File: src/design/hhm_pkg.sv
// Package for the heartbeat health monitor: request types, health and mode codes.
// Used by heartbeat_health_monitor_unit; no dependencies.
package hhm_pkg;

  localparam int NUM_SUBSYS = 8;
  localparam int IDX_W      = (NUM_SUBSYS > 1) ? $clog2(NUM_SUBSYS) : 1;

  localparam logic [1:0] H_OK       = 2'd0;
  localparam logic [1:0] H_DEGRADED = 2'd1;
  localparam logic [1:0] H_FAILED   = 2'd2;
  localparam logic [1:0] H_UNKNOWN  = 2'd3;

  localparam logic [1:0] MODE_REGISTER = 2'd0;
  localparam logic [1:0] MODE_FORCE    = 2'd1;
  localparam logic [1:0] MODE_ALIVE    = 2'd2;
  localparam logic [1:0] MODE_TICK     = 2'd3;

  typedef struct packed {
    logic [1:0]  mode;
    logic [2:0]  subsys_id;
    logic [1:0]  forced_state;
    logic [31:0] timeout_ms;
    logic [47:0] now_ms;
  } in_req_t;

  typedef struct packed {
    logic [2:0] changed_id;
    logic [1:0] new_health;
    logic [1:0] overall_health;
    logic       last;
  } out_req_t;

endpackage

File: src/design/heartbeat_health_monitor_unit.sv
// Heartbeat health monitor: one sequencer around a shared 49-bit subtractor.
// Register and alive requests complete in the idle state; force goes through apply and flush;
// a poll tick walks the table one entry at a time (age, compare with twice the
// timeout, compare with the timeout, update), and a stalled output holds it.
// One request is in work at a time.
// Reset clears the registered flags, the sequencer and the pending and output valid flags.
module heartbeat_health_monitor_unit (
  input  logic             clk_i,
  input  logic             rst_ni,
  input  logic             in_valid_i,
  output logic             in_stall_o,
  input  hhm_pkg::in_req_t in_req_i,
  output logic             out_valid_o,
  input  logic             out_stall_i,
  output hhm_pkg::out_req_t out_req_o
);
  import hhm_pkg::*;

  localparam logic [2:0] ST_IDLE  = 3'd0;
  localparam logic [2:0] ST_AGE   = 3'd1;
  localparam logic [2:0] ST_CMP2  = 3'd2;
  localparam logic [2:0] ST_CMP1  = 3'd3;
  localparam logic [2:0] ST_APPLY = 3'd4;
  localparam logic [2:0] ST_FLUSH = 3'd5;

  localparam logic [IDX_W-1:0] LAST_IDX = IDX_W'(NUM_SUBSYS - 1);

  logic [2:0] state_q, state_d;
  logic [NUM_SUBSYS-1:0] reg_q, reg_d;
  logic [1:0]  health_q  [NUM_SUBSYS];
  logic [31:0] timeout_q [NUM_SUBSYS];
  logic [47:0] seen_q    [NUM_SUBSYS];

  logic [IDX_W-1:0] idx_q, idx_d;
  logic             tick_q, tick_d;
  logic [47:0]      now_q, now_d;
  logic [47:0]      age_q, age_d;
  logic [1:0]       st_q, st_d;

  logic     pend_vld_q, pend_vld_d;
  out_req_t pend_q, pend_d;
  logic     out_vld_q, out_vld_d;
  out_req_t out_q, out_d;

  // shared subtractor
  logic [48:0] sub_a, sub_b;
  logic [49:0] sub_diff;
  logic        sub_borrow;

  logic        in_acc;
  logic        out_free;
  logic        id_ok;
  logic [IDX_W-1:0] in_idx;
  logic        eligible;
  logic        change;
  logic [1:0]  worst_new;

  // health table writes
  logic             h_we;
  logic [IDX_W-1:0] h_widx;
  logic [1:0]       h_wdata;
  logic             reg_we;
  logic             seen_we;

  assign in_acc   = in_valid_i && (state_q == ST_IDLE);
  assign out_free = !out_vld_q || !out_stall_i;
  assign id_ok    = int'(in_req_i.subsys_id) < NUM_SUBSYS;
  assign in_idx   = in_req_i.subsys_id[IDX_W-1:0];

  assign eligible = reg_q[idx_q] && (timeout_q[idx_q] != 32'd0) && (seen_q[idx_q] != 48'd0);
  assign change   = reg_q[idx_q] && (health_q[idx_q] != st_q);

  assign sub_diff   = {1'b0, sub_a} - {1'b0, sub_b};
  assign sub_borrow = sub_diff[49];

  always_comb begin
    unique case (state_q)
      ST_CMP2: begin
        sub_a = {16'd0, timeout_q[idx_q], 1'b0};
        sub_b = {1'b0, age_q};
      end
      ST_CMP1: begin
        sub_a = {17'd0, timeout_q[idx_q]};
        sub_b = {1'b0, age_q};
      end
      default: begin
        sub_a = {1'b0, now_q};
        sub_b = {1'b0, seen_q[idx_q]};
      end
    endcase
  end

  // worst registered state, taking the pending update of idx_q into account
  always_comb begin
    logic [1:0] h;
    worst_new = H_OK;
    for (int i = 0; i < NUM_SUBSYS; i++) begin
      h = (IDX_W'(i) == idx_q) ? st_q : health_q[i];
      if (reg_q[i] && (h > worst_new)) begin
        worst_new = h;
      end
    end
  end

  always_comb begin
    state_d    = state_q;
    idx_d      = idx_q;
    tick_d     = tick_q;
    now_d      = now_q;
    age_d      = age_q;
    st_d       = st_q;
    pend_vld_d = pend_vld_q;
    pend_d     = pend_q;
    out_vld_d  = out_vld_q;
    out_d      = out_q;
    reg_d      = reg_q;
    h_we       = 1'b0;
    h_widx     = idx_q;
    h_wdata    = st_q;
    reg_we     = 1'b0;
    seen_we    = 1'b0;

    if (out_vld_q && !out_stall_i) begin
      out_vld_d = 1'b0;
    end

    unique case (state_q)
      ST_IDLE: begin
        if (in_acc) begin
          now_d = in_req_i.now_ms;
          if (in_req_i.mode == MODE_TICK) begin
            tick_d  = 1'b1;
            idx_d   = '0;
            state_d = ST_AGE;
          end else if (id_ok) begin
            tick_d = 1'b0;
            idx_d  = in_idx;
            unique case (in_req_i.mode)
              MODE_REGISTER: begin
                reg_we         = 1'b1;
                reg_d[in_idx]  = 1'b1;
                h_we           = 1'b1;
                h_widx         = in_idx;
                h_wdata        = H_UNKNOWN;
              end
              MODE_FORCE: begin
                st_d    = in_req_i.forced_state;
                state_d = ST_APPLY;
              end
              default: begin
                seen_we = 1'b1;
              end
            endcase
          end
        end
      end
      ST_AGE: begin
        if (!eligible) begin
          if (idx_q == LAST_IDX) begin
            state_d = ST_FLUSH;
          end else begin
            idx_d = idx_q + IDX_W'(1);
          end
        end else if (sub_borrow || (sub_diff[47:0] == 48'd0)) begin
          // clock not ahead of last beat
          st_d    = H_OK;
          state_d = ST_APPLY;
        end else begin
          age_d   = sub_diff[47:0];
          state_d = ST_CMP2;
        end
      end
      ST_CMP2: begin
        if (sub_borrow) begin
          st_d    = H_FAILED;
          state_d = ST_APPLY;
        end else begin
          state_d = ST_CMP1;
        end
      end
      ST_CMP1: begin
        st_d    = sub_borrow ? H_DEGRADED : H_OK;
        state_d = ST_APPLY;
      end
      ST_APPLY: begin
        if (!change || !pend_vld_q || out_free) begin
          if (change) begin
            if (pend_vld_q) begin
              out_vld_d = 1'b1;
              out_d     = pend_q;
            end
            pend_vld_d            = 1'b1;
            pend_d.changed_id     = 3'(idx_q);
            pend_d.new_health     = st_q;
            pend_d.overall_health = worst_new;
            pend_d.last           = 1'b0;
            h_we                  = 1'b1;
          end
          if (!tick_q || (idx_q == LAST_IDX)) begin
            state_d = ST_FLUSH;
          end else begin
            idx_d   = idx_q + IDX_W'(1);
            state_d = ST_AGE;
          end
        end
      end
      ST_FLUSH: begin
        if (!pend_vld_q) begin
          state_d = ST_IDLE;
        end else if (out_free) begin
          out_vld_d  = 1'b1;
          out_d      = pend_q;
          out_d.last = 1'b1;
          pend_vld_d = 1'b0;
          state_d    = ST_IDLE;
        end
      end
      default: begin
        state_d = ST_IDLE;
      end
    endcase
  end

  always_ff @(posedge clk_i or negedge rst_ni) begin
    if (!rst_ni) begin
      state_q    <= ST_IDLE;
      reg_q      <= '0;
      pend_vld_q <= 1'b0;
      out_vld_q  <= 1'b0;
      idx_q      <= '0;
      tick_q     <= 1'b0;
    end else begin
      state_q    <= state_d;
      reg_q      <= reg_d;
      pend_vld_q <= pend_vld_d;
      out_vld_q  <= out_vld_d;
      idx_q      <= idx_d;
      tick_q     <= tick_d;
    end
  end

  // payload, no reset needed: entries are only read once registered
  always_ff @(posedge clk_i) begin
    now_q  <= now_d;
    age_q  <= age_d;
    st_q   <= st_d;
    pend_q <= pend_d;
    out_q  <= out_d;
    if (h_we) begin
      health_q[h_widx] <= h_wdata;
    end
    if (reg_we) begin
      timeout_q[in_idx] <= in_req_i.timeout_ms;
      seen_q[in_idx]    <= 48'd0;
    end
    if (seen_we) begin
      seen_q[in_idx] <= in_req_i.now_ms;
    end
  end

  assign in_stall_o  = (state_q != ST_IDLE);
  assign out_valid_o = out_vld_q;
  assign out_req_o   = out_q;

endmodule

File: config.mk
export PLATFORM = sky130hd
export DESIGN_NAME = heartbeat_health_monitor_unit
export DESIGN_NICKNAME = d
export VERILOG_FILES = /design/src/design/hhm_pkg.sv /design/src/design/heartbeat_health_monitor_unit.sv
export SDC_FILE = /design/constraint.sdc
export NUM_CORES = 1
export LEC_CHECK = 0
export BUFFER_PORTS_ARGS = -buffer_cell sky130_fd_sc_hd__buf_2
export CAP_MARGIN = 20
export CORE_ASPECT_RATIO = 0.5
export CORE_MARGIN = 5
export CORE_UTILIZATION = 57
export DETAILED_ROUTE_END_ITERATION = 6
export PLACE_DENSITY = 0.73
export RECOVER_POWER = 100
export SLEW_MARGIN = 20
export SYNTH_ARGS = -nofsm -noshare
export SYNTH_HDL_FRONTEND = slang
export SYNTH_SLANG_ARGS = --single-unit
File: constraint.sdc
create_clock -name clk_i -period 14.8 [get_ports clk_i]
set_input_delay 2.96 -clock clk_i [delete_from_list [all_inputs] [get_ports clk_i]]
set_output_delay 2.96 -clock clk_i [all_outputs]
set_load 0.02 [all_outputs]
Word-level counts from Yosys, hierarchy flattened
Memories as Yosys holds them, arrays and structs flattened.
Index checks and enable logic that the tools add are counted.
{ "op_classes": {"n_addsub": 2, "order_cmp": 11, "n_eq_ne": 33, "mux": 94, "n_bitwise": 4, "reduce_logical": 45} }
{ "op_table": {"columns": ["operator", "n"], "rows": [
  ["$mux W48", 2],
  ["$pmux W48 S2", 1],
  ["$mux W3", 21],
  ["$mux W2", 26],
  ["$sub A49 B49 Y50", 1],
  ["$logic_not A48 Y1", 1],
  ["$reduce_bool A48 Y1", 1],
  ["$mux W8", 5],
  ["$reduce_bool A32 Y1", 1],
  ["$mux W1", 30],
  ["$ne A2 B2 Y1 const B", 13],
  ["$pmux W3 S6", 1],
  ["$pmux W8 S2", 1],
  ["$gt A2 B2 Y1", 7],
  ["$logic_and A1 B1 Y1", 14],
  ["$eq A3 B3 Y1 const A", 4],
  ["$reduce_and A6 Y1", 2],
  ["$eq A3 B3 Y1 const B", 3],
  ["$pmux W3 S3", 1],
  ["$reduce_and A3 Y1", 3],
  ["$lt A3 B4 Y1 const B", 2],
  ["$or A8 B8 Y8", 1],
  ["$pmux W2 S4", 1],
  ["$reduce_and A7 Y1", 1],
  ["29 further kinds", 46]
]} }
{ "totals": {"ff_bits": 130, "mem_bits_rw": 656, "input_bits": 91, "out_inout_bits": 10, "word_cells": 208, "mem_count": 3} }
{ "mem_list": {"columns": ["memory", "words", "word_bits", "rd", "rd_clocked_by_memory_dff", "wr", "line", "source"], "rows": [
  ["seen_q", 8, 48, 1, 0, 1, "heartbeat_health_monitor_unit.sv:32", "logic [47:0] seen_q [NUM_SUBSYS];"],
  ["timeout_q", 8, 32, 1, 0, 1, "heartbeat_health_monitor_unit.sv:31", "logic [31:0] timeout_q [NUM_SUBSYS];"],
  ["health_q", 8, 2, 9, 0, 1, "heartbeat_health_monitor_unit.sv:30", "logic [1:0] health_q [NUM_SUBSYS];"]
]} }

Depth between registers and ports, before layout
Gate-level depths: netlist (run 1).
{ "depth": {"depth_word": 26, "depth_mapped": 29, "depth_no_buf": 25} }

Least setup slack after synthesis (run 1)
No wires, ideal clock.
{ "synth_timing": {"path_kind": "input to register", "start": "input in_valid_i", "end": "memory seen_q[0][0] (enable)", "setup_ns": 0.513, "arrival_time_ns": 6.743, "t_required_ns": 14.287, "path_slack_ns": 7.544, "path_stages": 3, "path_buffers": 0, "path_cell_list": "nand2_1 or3_1 nor3_1"} }
{ "synth_between": {"elab_chain_len": 6, "word_cells_on_any_way": 10, "cone_classes": "mux: 8; bitwise: 1; reduce/logical: 1"} }
{ "synth_rtl": {"columns": ["item", "line", "source"], "rows": [
  ["from (decl)", "heartbeat_health_monitor_unit.sv:10", "input logic in_valid_i,"],
  ["$logic_and A1 B1 Y1 (*)", "heartbeat_health_monitor_unit.sv:65", "assign in_acc = in_valid_i && (state_q == ST_IDLE);"],
  ["$mux W1", "heartbeat_health_monitor_unit.sv:129", "if (in_acc) begin"],
  ["$mux W1", "heartbeat_health_monitor_unit.sv:127", "unique case (state_q)"],
  ["$mux W1, on equally long branches", "heartbeat_health_monitor_unit.sv:252, heartbeat_health_monitor_unit.sv:256", null],
  ["$mux W1, on equally long branches", "heartbeat_health_monitor_unit.sv:254, heartbeat_health_monitor_unit.sv:257", null],
  ["$or A1 B1 Y1 (no line) (*)", null, null],
  ["to (decl)", "heartbeat_health_monitor_unit.sv:32", null]
]} }
Mark *: on every way between the ends. The rest lies on a longest branch, timed or not.

Final worst setup path (run 1)
{ "layout_timing": {"start": "register idx_q[1]", "end": "register age_q[13] (enable)"} }
{ "layout_between": {"elab_chain_len": 7, "word_cells_on_any_way": 15, "cone_classes": "add/sub: 1; mux: 4; bitwise: 1; reduce/logical: 7; memory: 2"} }
{ "layout_rtl": {"columns": ["item", "line", "source"], "rows": [
  ["from (decl)", "heartbeat_health_monitor_unit.sv:34", "logic [IDX_W-1:0] idx_q, idx_d;"],
  ["from (signal assigned)", "heartbeat_health_monitor_unit.sv:237", "idx_q <= idx_d;"],
  ["$mem_v2 Z8 W32 / $mem_v2 Z8 W48 (equally long branches)", null, null],
  ["$pmux W48 S2 / $mux W48 (equally long branches)", "heartbeat_health_monitor_unit.sv:77", "unique case (state_q)"],
  ["$sub A49 B49 Y50 (*)", "heartbeat_health_monitor_unit.sv:73", "assign sub_diff = {1'b0, sub_a} - {1'b0, sub_b};"],
  ["named net sub_diff[36]", "heartbeat_health_monitor_unit.sv:47", "logic [49:0] sub_diff;"],
  ["$logic_not A48 Y1 (*)", "heartbeat_health_monitor_unit.sv:164", "end else if (sub_borrow || (sub_diff[47:0] == 48'd0)) begin"],
  ["$logic_or A1 B1 Y1 (*)", "heartbeat_health_monitor_unit.sv:164", null],
  ["$not A1 Y1 (no line) (*)", null, null],
  ["$reduce_and A3 Y1 (no line) (*)", null, null],
  ["to (signal assigned)", "heartbeat_health_monitor_unit.sv:245", "age_q <= age_d;"],
  ["to (decl)", "heartbeat_health_monitor_unit.sv:37", "logic [47:0] age_q, age_d;"]
]} }
The timed path passes the listed nets; every way through them passes the cells marked *. The select of a mux whose other input is x is not followed.
A chain may end at the register's enable or synchronous reset.

==> results.md, run 1 <==
Outcome:
- The run finished, with violations left.
- The final reports fail on capacitance limit, slew limit.

Place:
- Once placement completed, the tool counted placed cells totaling roughly 3,200.
- The routability congestion estimate from global placement is slightly below 1.
- The worst slack at placement is about 6.6 ns.
- Detailed placement finished with a half-perimeter wire length of approximately 63 mm.
- Summing all placed instances gives a cell area of ~37,000 sq um.
- In this run the tool buffered the top-level ports with 100 buffer cells.

Layout:
- Cells with a size suffix above 1 make up about 14% of the layout.
- After filler insertion, the fill cell instance count of the layout stands at about 4,500.
- Leaving out filler cells and counting taps, the final layout contains between 3,000 and 4,000.
- The final-stage net count is 2,600.
- The final non-filler cell area is ~39,000 sq um.
- The utilization after layout is roughly 64%.
- The top cell types in the final layout, fill and taps aside, are sky130_fd_sc_hd__edfxtp_1 (769), sky130_fd_sc_hd__nand2_1 (286), sky130_fd_sc_hd__a21oi_1 (182).
- The leading cell type in the layout, fill and taps excluded is sky130_fd_sc_hd__edfxtp_1.
- The area growth from synthesis to layout is 9.934%.

Global route:
- The via count of the first global-routing pass is around 22,000.
- In the global route stage, overall resource usage came out at 27.77%.
- The initial antenna violation count is 5.
- The remaining global-route overflow is 0.
- Entering global routing, the biggest net connects 65 pins.
- The first-pass GRT wire length is about 140 mm.

STA:
- Setup repair after global routing left no endpoint under its margin.
- The number of setup violations in the final report is 0.
- The final number of max-transition violations was 958.
- The post-route fraction of the period consumed by the critical path is 72.12%.
- Based on the critical path, the design can be clocked at up to 93.69 MHz.
- The post-layout minimum cycle time is between 10 and 15 ns.
- Headroom to the max-slew limit came out at -159.5%.
- The transition time at the pin with the least slew margin is ~3.9 ns.
- Setup slack closes at 4.126 ns.
- The smallest hold slack is about 0.42 ns.
- The total negative slack is 0 ns.
- The hold violation total from the final report is 0.
- The final setup skew is ~0.024 ns.

Worst setup path:
- The startpoint of the most critical register-to-register path is idx_q[1].
- The largest fanout of any net on the critical path is 52.
- The path depth of the worst reg2reg path is 19.
- The signal arrival time at the worst endpoint is ~11 ns.
- The critical path startpoint is idx_q[1].
- The worst register-to-register path ends at age_q[13].
- The critical path start-end classification is reg -> reg.
- The nature of the critical path startpoint is a register.
- For this run, the slowest stage of the critical path takes about 2 ns.
- The register-to-register setup slack is approximately 4.1 ns.
- The end point of the critical path is age_q[13].
- For this design, the slowest cell found on the critical path is sky130_fd_sc_hd__dfrtp_1.
- The worst setup path is captured at a register.
- The critical path goes through clkbuf_1 > buf_4 > mux4_2 > nand2_1 > a21oi_1 > a21oi_1 > o21ai_0 > ha_1 > nand2_1 > o311ai_0 > a31oi_1 > a2111oi_0 > nor3_1 > nor4_1 > nand4b_1 > nor4_1 > and4b_1 > nor2_4 > buf_4.
- The critical path data required time is approximately 15 ns.

Clock tree:
- After clock tree synthesis, the flow added hold-fix buffers numbering 0.
- Counting along the longest clock path gives a buffer depth of 3.
- After clock tree synthesis, the clock-pin slew on the worst setup and hold paths is about 0.07 ns.
- The H-tree depth is 3.
- Clock tree synthesis selected as its root buffer the cell sky130_fd_sc_hd__clkbuf_16.
- The number of setup buffers added after CTS is 0.
- The clock reaches the later pin of the worst-skew pair after 0.62 ns.
- The clock drives approximately 790 sinks.
- The clock tree from TritonCTS is built.
- The total CTS buffers is 69.
- The number of cells upsized or downsized after cts is 0.

Floorplan:
- From bottom edge to top edge, the die measures between 150 and 200 um.
- The standard-cell row count is 64.
- From left edge to right edge, the die measures around 360 um.
- The I/O pin count is approximately 100.
- The placeable core area is just over 60,000 sq um.
- The die area is between 60,000 and 70,000 sq um.
- Once the floorplan was initialized, standard cells occupied between 50 and 60% of the core.

Routing:
- The remaining antenna violation count is 0.
- For this run, design rule violations remaining after detail routing come to 0.
- The number of vias after detailed routing is about 22,000.
- The per-cell via count in the routed design is between 6 and 7.
- The routed wire length is 94.55 mm.
- The first-pass iteration count of the detailed router is 7.
- In the final routed layout, each cell accounts on average for 28.37 um.
- The first routing iteration left roughly 2,600 violations.

Synth:
- Counting flops with an async set or reset pin after synthesis yields a share of ~2.2%.
- The average instance in the mapped netlist occupies approximately 15 sq um.
- The count of distinct cell types in the synthesized netlist is 90.
- The sequential-to-total area share from yosys stat is around two thirds.
- In the synthesized netlist the dominant register cell turns out to be sky130_fd_sc_hd__edfxtp_1.
- Yosys printed 0 warnings.
- The number of nets handed over by synthesis was 2,514.
- The mapped netlist covers between 30,000 and 40,000 sq um.
- The synthesized netlist cell count is 2,363.
- The synthesized design contains a little under 800 enable-type register cells.
- The number of register bits inferred by synthesis is 786.

Pwr:
- The maximum vdd drop is around 110 uV.
- Summed over all cells, the static leakage comes to between 10 and 15 nW.
- The power consumption is 7.415 mW.
- The power density over cell area is around 190 nW/um^2.

Job:
- Across the run, the number of max-cap violations was 26.

Min path:
- The path class of the tightest hold or removal check is reg -> reg.
[Yosys cell counts (all sizes together) (4+ instances only)]
cell type,n,area (sq um)
or2,16,100.1
o31a,4,35.03
ha,59,738.2
xor2,13,113.9
mux2i,33,330.3
a21oi,183,927.1
dfrtp,17,425.4
nor4,43,275.3
o31ai,4,30.03
o221ai,4,35.03
mux4,166,3739
a21o,18,136.4
a311o,10,101.4
nor2,112,420.4
o21a,17,127.6
a31o,5,43.79
nor2b,12,75.07
xnor2,14,122.6
nand4,30,202.7
or3,14,87.58
o211ai,15,112.6
a2111oi,6,61.31
a31oi,11,75.07
nand3,24,120.1
a211oi,9,67.56
a221oi,4,35.03
nand2b,16,100.1
nor3,37,185.2
and3,63,399.1
inv,23,86.33
and2,28,180.2
mux2,9,101.4
buf,46,226.5
nand2,286,1074
o21bai,8,60.06
edfxtp,769,23090
a21boi,7,56.31
o211a,9,90.09
or4,10,82.58
o21ai,81,409.1
clkbuf,76,285.3
[power breakdown]
part	switching [mW]	internal (mW)	leakage, nW
clock network	0.814	1.08	1.15
registers	0.123	2.59	6.47
logic	1.79	1.02	4.76
total	2.72	4.69	12.4
[worst min-delay path by stage]
stage,from,to,cells past startpoint
floorplan,pend_q[1],out_req_o[1],0
global placement,pend_q[1],out_req_o[1],0
detailed placement,pend_q[5],out_req_o[5],0
CTS,pend_q[5],out_req_o[5],0
global route,pend_q[4],out_req_o[4],0
finish,pend_q[2],out_req_o[2],0
[final cells by class]
| cell class | instances | area, sq um | share of cell area, % |
|---|---|---|---|
| flip-flops and latches | 786 | 23520 | 60.36 |
| multi-input cells | 1431 | 11380 | 29.20 |
| clock buffers | 85 | 1861 | 4.775 |
| well taps | 825 | 1032 | 2.649 |
| repair buffers | 137 | 586.8 | 1.506 |
| clock inverters | 42 | 494.2 | 1.268 |
| inverters | 24 | 91.34 | 0.2344 |
| diodes | 2 | 5.005 | 0.01284 |
[kinds of logic after synthesis]
group | share of synthesized area (%)
AO/OA/AOI/OAI | 7.671
XOR/XNOR | 0.6672
adder cells (fa/ha/maj) | 2.168
buffers and inverters | 1.698
flip-flops | 66.35
multiplexers | 11.77
AND/OR/NAND/NOR | 9.676
[state kept, by name, indices dropped and copies added (netlist names)]
name,flops
seen_q,384
reg_q,8
health_q,16
pend_q,7
st_q,2
state_q,3
pend_vld_q,1
age_q,48
tick_q,1
now_q,48
idx_q,3
out_req_o,8
out_valid_o,1
timeout_q,256
[critical path: cells and delay by family (launching register included)]
kind                     cells  cell delay [ns]
AO/OA/AOI/OAI                6             2.09
adder cells (fa/ha/maj)      1             0.44
buffers and inverters        3             3.31
flip-flops                   1             2.00
multiplexers                 1             0.47
AND/OR/NAND/NOR              8             1.86
[routing by layer]
| layer | vias to the layer above | wire length (um) | global-route usage [%] | part of all wire [%] |
|---|---|---|---|---|
| met4 | 4 | 2672 | 8.051 | 2.8 |
| met2 | 1228 | 42260 | 41.06 | 45 |
| met1 | 11310 | 38460 | 40.43 | 41 |
| met5 | - | 27 | 0 | 0.029 |
| met3 | 182 | 11130 | 8.562 | 12 |
| li1 | 9548 | - | - | - |
No activity file was read; power rests on OpenSTA's default activity.
==> run 2, diff against run 1 <==
==> constraint.sdc (replaced) <==
create_clock -name clk_i -period 10.9 [get_ports clk_i]
set_input_delay 2.18 -clock clk_i [delete_from_list [all_inputs] [get_ports clk_i]]
set_output_delay 2.18 -clock clk_i [all_outputs]
set_load 0.02 [all_outputs]
==> run 2 against run 1 <==
Against the previous run:
- the run still ends with capacitance limit, slew limit left
- critical path type unchanged
- global-route usage rose by 0.23 points
- routed wire length rose by 0.58%
- hold slack got worse by 0.0025 ns
- via count fell by 0.20%
- maximum frequency rose by 24%
- flip-flop and latch count did not move
- power rose by 35%
- highest routed layer unchanged
- clock power rose by 30%
- critical endpoint is now age_q[15]
- sequential share of layout area rose by 0.13 points
- clock skew fell by 0.0026 ns
==> results.md, run 2 (synthesis results as in run 1) <==
Outcome:
- The run finished, with violations left.
- The checks that failed: capacitance limit, slew limit.

Pwr:
- The static leakage is 12.32 nW (-0.42%).
- The power consumption is 9.982 mW (+35%).
- The power density over cell area was 256.7 nW/um^2 (+35%).
- The design internal power is 6.251 mW (+33%).
- The clock network power share is 24.6% (-0.9 points).
- The net switching share of the total power is 37.38% (+0.66 points).
- The relative contribution of combinational cells to total power is 38.5% (+0.6 points).
- The power share of the sequential group is 36.9% (+0.3 points).
- The maximum vdd drop came to 126.8 uV (+18%).
- The power spent charging and discharging nets is 3.731 mW (+37%).

Worst setup path:
- The critical path data required time was 11.14 ns (-3.91 ns).
- The signal arrival time at the worst endpoint is 8.83 ns (-2.09 ns).
- For this design, the slowest cell found on the critical path is sky130_fd_sc_hd__dfrtp_1.
- The critical path is of the reg -> reg type.
- The worst setup path is captured at a register.
- Walking the worst path, the cells encountered are buf_4 > mux4_2 > mux2i_1 > nor2_1 > a21oi_1 > o21ai_0 > ha_1 > a21oi_1 > o21ai_0 > nor2_1 > and3_1 > o21ai_0 > a21oi_1 > xnor2_1 > a211oi_1 > and4b_1 > nor2_4 > buf_4.
- The largest fanout of any net on the critical path is 56 (+7.7%).
- The worst stage delay on the critical path came to 2.16 ns (+0.16 ns).
- The nature of the critical path startpoint is a register.

STA:
- The achievable frequency is 116.4 MHz (+24%).
- The post-route fraction of the period consumed by the critical path was 78.82% (+6.7 points).
- The post-layout minimum cycle time was 8.591 ns (-2.082 ns).
- The number of setup violations in the final report is 0 (unchanged).
- The transition time at the pin with the least slew margin is 4.010 ns (+0.1175 ns).
- The smallest hold slack is 0.4183 ns (-0.002537 ns).
- Setup repair after global routing left no endpoint under its margin.
- The final setup skew is 0.02127 ns (-0.002643 ns).
- The total negative slack was 0 ns (unchanged).
- The relative max-transition margin is -167.3% (-7.8 points).
- The final critical-path setup slack is 2.309 ns (-1.818 ns).
- The final number of max-transition violations was 934 (-2.5%).
- The hold violation total from the final report came to 0 (unchanged).

Floorplan:
- The I/O pin count was 101 (unchanged).
- The starting density of the core is 57.78% (unchanged).
- The horizontal die dimension is 362.6 um (unchanged).
- The standard-cell row count came to 64 (unchanged).
- The placeable core area is 61,340 sq um (unchanged).
- The die area was 67,570 sq um (unchanged).
- The die span in y is 186.3 um (unchanged).

Routing:
- The per-cell via count in the routed design is 6.668 (-0.23%).
- The number of vias after detailed routing is 22,230 (-0.20%).
- The first-pass iteration count of the detailed router is 6 (-1).
- The DRC marker count from the first detailed-route iteration was 2,671 (+3.0%).
- The number of DRC violations after detailed routing came to 0 (unchanged).
- The routed wire length per instance is 28.53 um (+0.55%).
- The routed wire length is 95.09 mm (+0.58%).
- The remaining antenna violation count came to 0 (unchanged).

Global route:
- The initial antenna violation count came to 2 (-3).
- The remaining global-route overflow is 0 (unchanged).
- The via count of the first global-routing pass came to 21,850 (+1.1%).
- The first-pass GRT wire length is 141.6 mm (+1.0%).
- The maximum number of pins on one net before global-route repair was 61 (-6.2%).
- The global router's overall resource usage is 28.00% (+0.23 points).

Layout:
- The number of flip-flops under the largest register name is 384 (unchanged).
- The utilization after layout is 63.39% (-0.13 points).
- The proportion of layout cells with a drive suffix above 1 is 14.04% (-0.17 points).
- The largest registers in the layout are seen_q: 384 flops, timeout_q: 256 flops.
- Counting flops per register, the top entry is seen_q.
- The number of non-filler instances in the completed layout is 3,333 (+0.030%).
- The leading cell type in the layout, fill and taps excluded is sky130_fd_sc_hd__edfxtp_1.
- The final-stage net count is 2,603 (+0.12%).
- The final non-filler cell area is 38,880 sq um (-0.21%).
- The area growth from synthesis to layout is 9.708%.
- In the layout the commonest cells are sky130_fd_sc_hd__edfxtp_1 (769), sky130_fd_sc_hd__nand2_1 (286), sky130_fd_sc_hd__a21oi_1 (182).

Clock tree:
- The clock slew at the register clock pins of the worst setup and hold paths is 0.06 ns (about the same).
- The total CTS buffers is 70 (+1.4%).
- The number of setup buffers added after CTS is 0 (unchanged).
- The number of buffers on the longest clock path came to 3 (unchanged).
- The number of hold-repair buffers added at the cts stage is 0 (unchanged).
- The H-tree depth was 3 (unchanged).
- TritonCTS built the clock tree.
- The total clock sinks came to 786 (unchanged).
- The buffer type at the clock tree root is sky130_fd_sc_hd__clkbuf_16.
- The clock latency reported for the late side of the worst-skew pair is 0.63 ns (about the same).
- The number of cells upsized or downsized after cts is 0 (unchanged).

Place:
- The worst slack at placement came to 3.498 ns (-3.098 ns).
- The placement-stage cell area is 36,890 sq um (about the same).
- The total half-perimeter wirelength after legalization and detailed placement is 62.69 mm (+0.25%).
- The routability congestion estimate from global placement is 1.019 (+2.5%).
- The number of input and output port buffers inserted is 100 (unchanged).
- The number of placed instances with taps included was 3,205 (+0.062%).

Job:
- The count of max-cap constraint violations is 26 (unchanged).

Min path:
- The worst min-delay path class is reg -> reg.
[run 2: area by class of cell]
| class | count | area (sq um) |
|---|---|---|
| Tap cell | 825 | 1032 |
| Multi-Input combinational cell | 1431 | 11380 |
| Clock buffer | 88 | 1851 |
| Clock inverter | 39 | 395.4 |
| Inverter | 24 | 91.34 |
| Timing Repair Buffer | 139 | 609.3 |
| Sequential cell | 786 | 23520 |
| Antenna cell | 1 | 2.502 |
| Fill cell | 4473 | 22460 |
[run 2: layer usage]
metal | GRT usage, % | routed length [um]
met2 | 41.82 | 42890
met4 | 7.719 | 2417
met3 | 6.689 | 10360
met1 | 41.94 | 39410
met5 | 0 | 13
[run 2: critical path, delay by kind of cell, from the launching register on]
family | cells | cell delay, ns
flops | 1 | 2.16
fa+ha+maj | 1 | 0.47
xor+xnor | 1 | 0.56
simple gates | 5 | 0.79
buf+inv | 2 | 1.38
mux | 2 | 0.81
compound gates | 7 | 1.91
[run 2: final timing paths]
path	start	to	slack, ns	cells past startpoint
max	idx_q[1]	age_q[15]	2.31	18
min	pend_q[4]	out_req_o[4]	0.42	0
max reg2reg	idx_q[1]	age_q[15]	2.31	18
min reg2reg	pend_q[4]	out_req_o[4]	0.42	0
max in group asynchronous	rst_ni	idx_q[0]	8.30	1
min in group asynchronous	rst_ni	idx_q[0]	1.78	1
[run 2: power by group through the flow]
stage               logic [mW]  clock network (mW)  registers [mW]
detailed placement        3.73                   0            3.74
CTS                       3.76                2.48            3.68
floorplan                 2.73                   0            3.61
global placement          3.71                   0            3.74
global route              4.12                2.63            3.70
finish                    3.85                2.45            3.68
